$ cat src/rtl/lvwd_pkg.sv
package lvwd_pkg;

    // Default lattice geometry
    localparam int LATTICE_SIDE_DEF = 64;
    localparam int MAX_RADIUS_DEF   = 24;

    // Field widths
    localparam int COORD_W  = 6;
    localparam int ANGLE_W  = 16;
    localparam int RADIUS_W = 5;
    localparam int LIMIT_W  = 15;
    localparam int WIND_W   = 8;

    // Step limit after reset, about 0.45 pi in phase units
    localparam logic [LIMIT_W-1:0] STEP_LIMIT_RESET = 15'd14746;

    // Winding saturation bounds
    localparam int WIND_SAT = 64;

    // Input actions
    localparam logic ACT_WRITE = 1'b0;
    localparam logic ACT_QUERY = 1'b1;

    // Configuration register indexes
    localparam logic REG_STEP_LIMIT = 1'b0;

    typedef enum logic [2:0] {
        KIND_NONE              = 3'd0,
        KIND_VORTEX            = 3'd1,
        KIND_ANTIVORTEX        = 3'd2,
        KIND_DOUBLE_VORTEX     = 3'd3,
        KIND_DOUBLE_ANTIVORTEX = 3'd4
    } t_kind;

    typedef struct packed {
        logic                action;
        logic [COORD_W-1:0]  site_x;
        logic [COORD_W-1:0]  site_y;
        logic [ANGLE_W-1:0]  angle;
        logic [RADIUS_W-1:0] radius;
    } t_item;

    typedef struct packed {
        t_kind                    kind;
        logic signed [WIND_W-1:0] winding;
        logic                     aborted;
    } t_result;

    typedef enum logic [2:0] {
        ST_IDLE,
        ST_NORM,
        ST_WRITE,
        ST_WALK,
        ST_DRAIN1,
        ST_DRAIN2,
        ST_FINISH
    } t_state;

    // Controller to datapath
    typedef struct packed {
        logic load;
        logic norm_step;
        logic mem_write;
        logic rd_en;
        logic advance;
        logic load_result;
    } t_cmd;

    // Datapath to controller
    typedef struct packed {
        logic norm_done;
        logic is_write;
        logic zero_radius;
        logic walk_last;
    } t_stat;

endpackage

$ cat src/rtl/lvwd_ctrl.sv
module lvwd_ctrl (
    input  logic             i_clk,
    input  logic             i_rst_n,
    input  logic             i_start,
    input  lvwd_pkg::t_stat  i_stat,
    output lvwd_pkg::t_cmd   o_cmd,
    output logic             o_busy
);
    import lvwd_pkg::*;

    t_state r_state;
    t_state n_state;

    // State register
    always_ff @(posedge i_clk) begin
        if (!i_rst_n) begin
            r_state <= ST_IDLE;
        end else begin
            r_state <= n_state;
        end
    end

    // Next state and commands
    always_comb begin
        n_state = r_state;
        o_cmd   = '0;
        unique case (r_state)
            ST_IDLE: begin
                if (i_start) begin
                    o_cmd.load = 1'b1;
                    n_state    = ST_NORM;
                end
            end
            ST_NORM: begin
                // bring both coordinates into the lattice
                if (!i_stat.norm_done) begin
                    o_cmd.norm_step = 1'b1;
                end else if (i_stat.is_write) begin
                    n_state = ST_WRITE;
                end else if (i_stat.zero_radius) begin
                    n_state = ST_FINISH;
                end else begin
                    n_state = ST_WALK;
                end
            end
            ST_WRITE: begin
                o_cmd.mem_write = 1'b1;
                n_state         = ST_IDLE;
            end
            ST_WALK: begin
                // one site read per cycle around the loop
                o_cmd.rd_en = 1'b1;
                if (i_stat.walk_last) begin
                    n_state = ST_DRAIN1;
                end else begin
                    o_cmd.advance = 1'b1;
                end
            end
            ST_DRAIN1: n_state = ST_DRAIN2;
            ST_DRAIN2: n_state = ST_FINISH;
            ST_FINISH: begin
                o_cmd.load_result = 1'b1;
                n_state           = ST_IDLE;
            end
            default: n_state = ST_IDLE;
        endcase
    end

    assign o_busy = (r_state != ST_IDLE);

endmodule

$ cat config.mk
export PLATFORM = sky130hd
export DESIGN_NAME = lvwd_ctrl
export DESIGN_NICKNAME = d
export VERILOG_FILES = /design/src/rtl/lvwd_pkg.sv /design/src/rtl/lvwd_ctrl.sv
export SDC_FILE = /design/constraint.sdc
export NUM_CORES = 1
export LEC_CHECK = 0
export BUFFER_PORTS_ARGS = -buffer_cell sky130_fd_sc_hd__buf_2
export CORE_AREA = 2 2 39 41
export CTS_CLUSTER_DIAMETER = 80
export DETAILED_ROUTE_END_ITERATION = 10
export DIE_AREA = 0 0 41 43
export SLEW_MARGIN = 30
export SYNTH_ARGS = -nofsm -noshare
export SYNTH_HDL_FRONTEND = slang
export SYNTH_SLANG_ARGS = --single-unit
$ cat constraint.sdc
create_clock -name i_clk -period 2.1 [get_ports i_clk]
set_clock_uncertainty 0.15 [all_clocks]
set_input_delay 0.105 -clock i_clk [delete_from_list [all_inputs] [get_ports i_clk]]
set_output_delay 0.105 -clock i_clk [all_outputs]
set_load 0.01 [all_outputs]
==> results_dict.tcl <==
set metrics [dict create \
    post_drt_via_cell_ratio 3.937 \
    synthesis.instances 29 \
    tightestPinTransition_ps 354.3 \
    grt_antenna_before_repair 0 \
    synth_seq_cells 3 \
    sequential_cell_area_um2 60.06 \
    yosys.area_share.xor_xnor_pct 0 \
    worst_ep_required_time_ps 2070 \
    first_global_vias 184 \
    globalRouteTotalUtil_pct 6.313 \
    die_width_um 41 \
    initial_utilization_pct 16.00 \
    gp_congestion 0.6436 \
    worst_setup_hold_path_clk_slew_ps 40 \
    post-place-cells 57 \
    cts_root_buf "sky130_fd_sc_hd__clkbuf_4" \
    reg2reg_from "r_state[1]$_SDFFE_PN0P_" \
    tritoncts_clock_tree "built" \
    hold_path_depth 3 \
    p_leak_nw 0.1654 \
    synthesis.area_um2 221.5 \
    drive_above_1_share_pct 40.43 \
    max-vdd-ir-drop_mv 0.1566 \
    timing.final.crit_period_ps 1767 \
    rsz_0062_raised_after_global_routing "false" \
    element_type_at_the_critical_path_start "flip-flop" \
    drt_iter0_markers 2 \
    final-instance-count-excl-fill 63 \
    setup.worst_path.end_class "flip-flop" \
    gr-total-overflow 0 \
    critical_path.slowest_cell "sky130_fd_sc_hd__dlygate4sd3_1" \
    finish.net_count 55 \
    synthesis.yosys.warnings 0 \
    registers_with_the_highest_flip_flop_counts "r_state: 3 flops" \
    area_share_of_and_or_nand_nor_cells_after_synthesis_pct 45.76 \
    hold_start "i_rst_n" \
    r2r_cells 4 \
    detail-route-antenna-nets 0 \
    largest_family_of_logic_cells_by_synthesized_area "simple AND/OR/NAND/NOR gates" \
    wire_length_of_the_first_global_routing_pass_um 703 \
    largest_register_ff_count 3 \
    postCtsSetupBuffers 0 \
    placement_rows 14 \
    synth-adder-area-share_pct 0 \
    complex_gate_fraction_of_the_synthesized_area_pct 15.82 \
    cts_buffers 3 \
    timing.critical_path.cells "or3_4 -> o21ai_2 -> dlygate4sd3_1 -> nor2_1" \
    whs_endpoint "r_state[2]$_SDFFE_PN0P_" \
    power_density_nw_per_um2 643.3 \
    clock_sink_count 3 \
    fin_hold_ws_ps 9.770 \
    floorplan.die.height_um 43 \
    design.die.area_um2 1763 \
    synth_cell_types 20 \
    timing.critical_path.max_delay_family "buffers and inverters" \
    wire_per_inst_um 8.413 \
    worst_slew_margin_rel_pct 76.35 \
    insertion_delay_ps 230 \
    synthesized_area_divided_by_synthesized_cell_count_um2 7.637 \
    critical_path.reg2reg.endpoint "r_state[0]$_SDFFE_PN0P_" \
    final.period_utilization_pct 84.12 \
    route.final.wire_length_um 530 \
    route.vias.total 248 \
    top_register "r_state" \
    maxSlewViolCount 0 \
    grt_max_degree 13 \
    holdCritPathClass "input port to flip-flop" \
    synth_nets 36 \
    run_status "complete, no violations" \
    fillerInstances 158 \
    worst_path_largest_cell_delay_ps 570 \
    final-setup-viol-count 0 \
    timing.final.hold_violations 0 \
    max_freq_mhz 566.1 \
    num_antenna_cells 0 \
    flow.area_growth_from_synthesis_pct 55.93 \
    drc 0 \
    share_of_the_yosys_chip_area_belonging_to_registers_pct 27.12 \
    regToRegSetupSlack_ps 330 \
    detailedRoute.firstPassIterationCount 2 \
    synth.area.mux_share_pct 4.520 \
    buffer_ports.inserted 13 \
    cp_max_fo 12 \
    multi_input_comb_area_um2 146.4 \
    crit_arrival_ps 1730 \
    cap_violations 0 \
    io_pins 14 \
    ctsLongestPathBuffers 2 \
    totalNegativeSetupSlack_ps 0 \
    core_um2 1384 \
    timing.setup.critical_path_class "flip-flop to flip-flop" \
    cp_num_buf_inv 1 \
    htree_levels 1 \
]
report_power, final:
part	leakage (nW)	internal, mW	switching [mW]
logic	0.126	0.0294	0.0240
registers	0.0246	0.0615	0.00776
clock network	0.0150	0.0711	0.0284
layout make-up:
class / count / share of cell area (%)
multi-input combinational: 23 / 42.39
timing repair buffer: 15 / 24.64
sequential: 3 / 17.39
clock buffer: 4 / 7.609
tap: 16 / 5.797
inverter: 2 / 2.174
through the flow:
step / area, µm² / setup WS (ps) / utilization, % / power (mW)
final: 345.3 / 333.5 / 24.95 / 0.2222
after global routing: 345.3 / 256.2 / 24.95 / 0.2366
after CTS: 345.3 / 339.6 / 24.95 / 0.2271
after detailed placement: 299.0 / 815.5 / 21.61 / 0.1199
after global placement: 299.0 / 842.3 / 21.61 / 0.1188
after floorplan: 221.5 / 874.6 / - / 0.1006
worst register-to-register path, stage by stage, from the launching register on:
cell,delay [ps]
sky130_fd_sc_hd__dfxtp_1,400
sky130_fd_sc_hd__or3_4,380
sky130_fd_sc_hd__o21ai_2,120
sky130_fd_sc_hd__dlygate4sd3_1,570
sky130_fd_sc_hd__nor2_1,40
what timing repair did:
| item | in CTS | in global routing |
|---|---|---|
| endpoints found under the hold margin | 1 | 0 |
| gates resized for setup | 0 | 0 |
| hold buffers | 2 | 0 |
| endpoints found under the setup margin | 0 | 0 |
cells in the mapped netlist:
master / number / share of area, %
sky130_fd_sc_hd__a211oi_1: 1 / 3.4
sky130_fd_sc_hd__a21oi_1: 1 / 2.3
sky130_fd_sc_hd__and2_1: 1 / 2.8
sky130_fd_sc_hd__and3_1: 1 / 2.8
sky130_fd_sc_hd__buf_4: 1 / 3.4
sky130_fd_sc_hd__dfxtp_1: 3 / 27
sky130_fd_sc_hd__inv_1: 2 / 3.4
sky130_fd_sc_hd__mux2i_1: 1 / 4.5
sky130_fd_sc_hd__nand2_1: 2 / 3.4
sky130_fd_sc_hd__nand3b_1: 1 / 3.4
sky130_fd_sc_hd__nor2_1: 5 / 8.5
sky130_fd_sc_hd__nor2b_1: 1 / 2.8
sky130_fd_sc_hd__nor2b_2: 1 / 4.0
sky130_fd_sc_hd__nor3b_1: 2 / 6.8
sky130_fd_sc_hd__nor4_1: 1 / 2.8
sky130_fd_sc_hd__o21ai_2: 1 / 4.0
sky130_fd_sc_hd__o22ai_1: 1 / 2.8
sky130_fd_sc_hd__o31ai_1: 1 / 3.4
sky130_fd_sc_hd__or2b_1: 1 / 3.4
sky130_fd_sc_hd__or3_4: 1 / 5.1
worst max path at each step:
stage / from / cells after the start / end / slack [ps]
6_report: r_state[1]$_SDFFE_PN0P_ / 4 / r_state[0]$_SDFFE_PN0P_ / 330
5_1_grt: r_state[1]$_SDFFE_PN0P_ / 4 / r_state[0]$_SDFFE_PN0P_ / 260
4_1_cts: r_state[1]$_SDFFE_PN0P_ / 4 / r_state[0]$_SDFFE_PN0P_ / 340
3_5_place_dp: r_state[0]$_SDFFE_PN0P_ / 4 / o_cmd[1] / 820
3_3_place_gp: r_state[0]$_SDFFE_PN0P_ / 4 / o_cmd[1] / 840
2_1_floorplan: r_state[0]$_SDFFE_PN0P_ / 3 / o_cmd[1] / 870
metal layers:
metal | share of wire, % | routed length (µm) | vias to the layer above | GRT usage [%]
li1 | - | - | 136 | -
met1 | 50 | 266 | 96 | 8.946
met2 | 36 | 191 | 14 | 6.250
met3 | 11 | 56 | 2 | 1.571
met4 | 2.8 | 15 | 0 | 8.000
met5 | 0 | 0 | - | 0
kinds of logic after synthesis:
group	after synthesis
buffers and inverters	3
AOI/OAI and AO/OA	5
and+or+nand+nor	17
DFF	3
muxes	1
placed cells by master (no fill, tap or decap):
cell | synthesis | routed
sky130_fd_sc_hd__a211oi_1 | 1 | 1
sky130_fd_sc_hd__a21oi_1 | 1 | 1
sky130_fd_sc_hd__and2_1 | 1 | 1
sky130_fd_sc_hd__and3_1 | 1 | 1
sky130_fd_sc_hd__buf_2 | 0 | 13
sky130_fd_sc_hd__clkbuf_1 | 0 | 1
sky130_fd_sc_hd__clkbuf_4 | 0 | 3
sky130_fd_sc_hd__dfxtp_1 | 3 | 3
sky130_fd_sc_hd__dlygate4sd3_1 | 0 | 2
sky130_fd_sc_hd__inv_1 | 2 | 2
sky130_fd_sc_hd__mux2i_1 | 1 | 1
sky130_fd_sc_hd__nand2_1 | 2 | 2
sky130_fd_sc_hd__nand3b_1 | 1 | 1
sky130_fd_sc_hd__nor2_1 | 5 | 5
sky130_fd_sc_hd__nor2b_1 | 1 | 1
sky130_fd_sc_hd__nor2b_2 | 1 | 1
sky130_fd_sc_hd__nor3b_1 | 2 | 2
sky130_fd_sc_hd__nor4_1 | 1 | 1
sky130_fd_sc_hd__o21ai_2 | 1 | 1
sky130_fd_sc_hd__o22ai_1 | 1 | 1
sky130_fd_sc_hd__o31ai_1 | 1 | 1
sky130_fd_sc_hd__or2b_1 | 1 | 1
sky130_fd_sc_hd__or3_4 | 1 | 1
No activity file was read; power rests on OpenSTA's default activity.
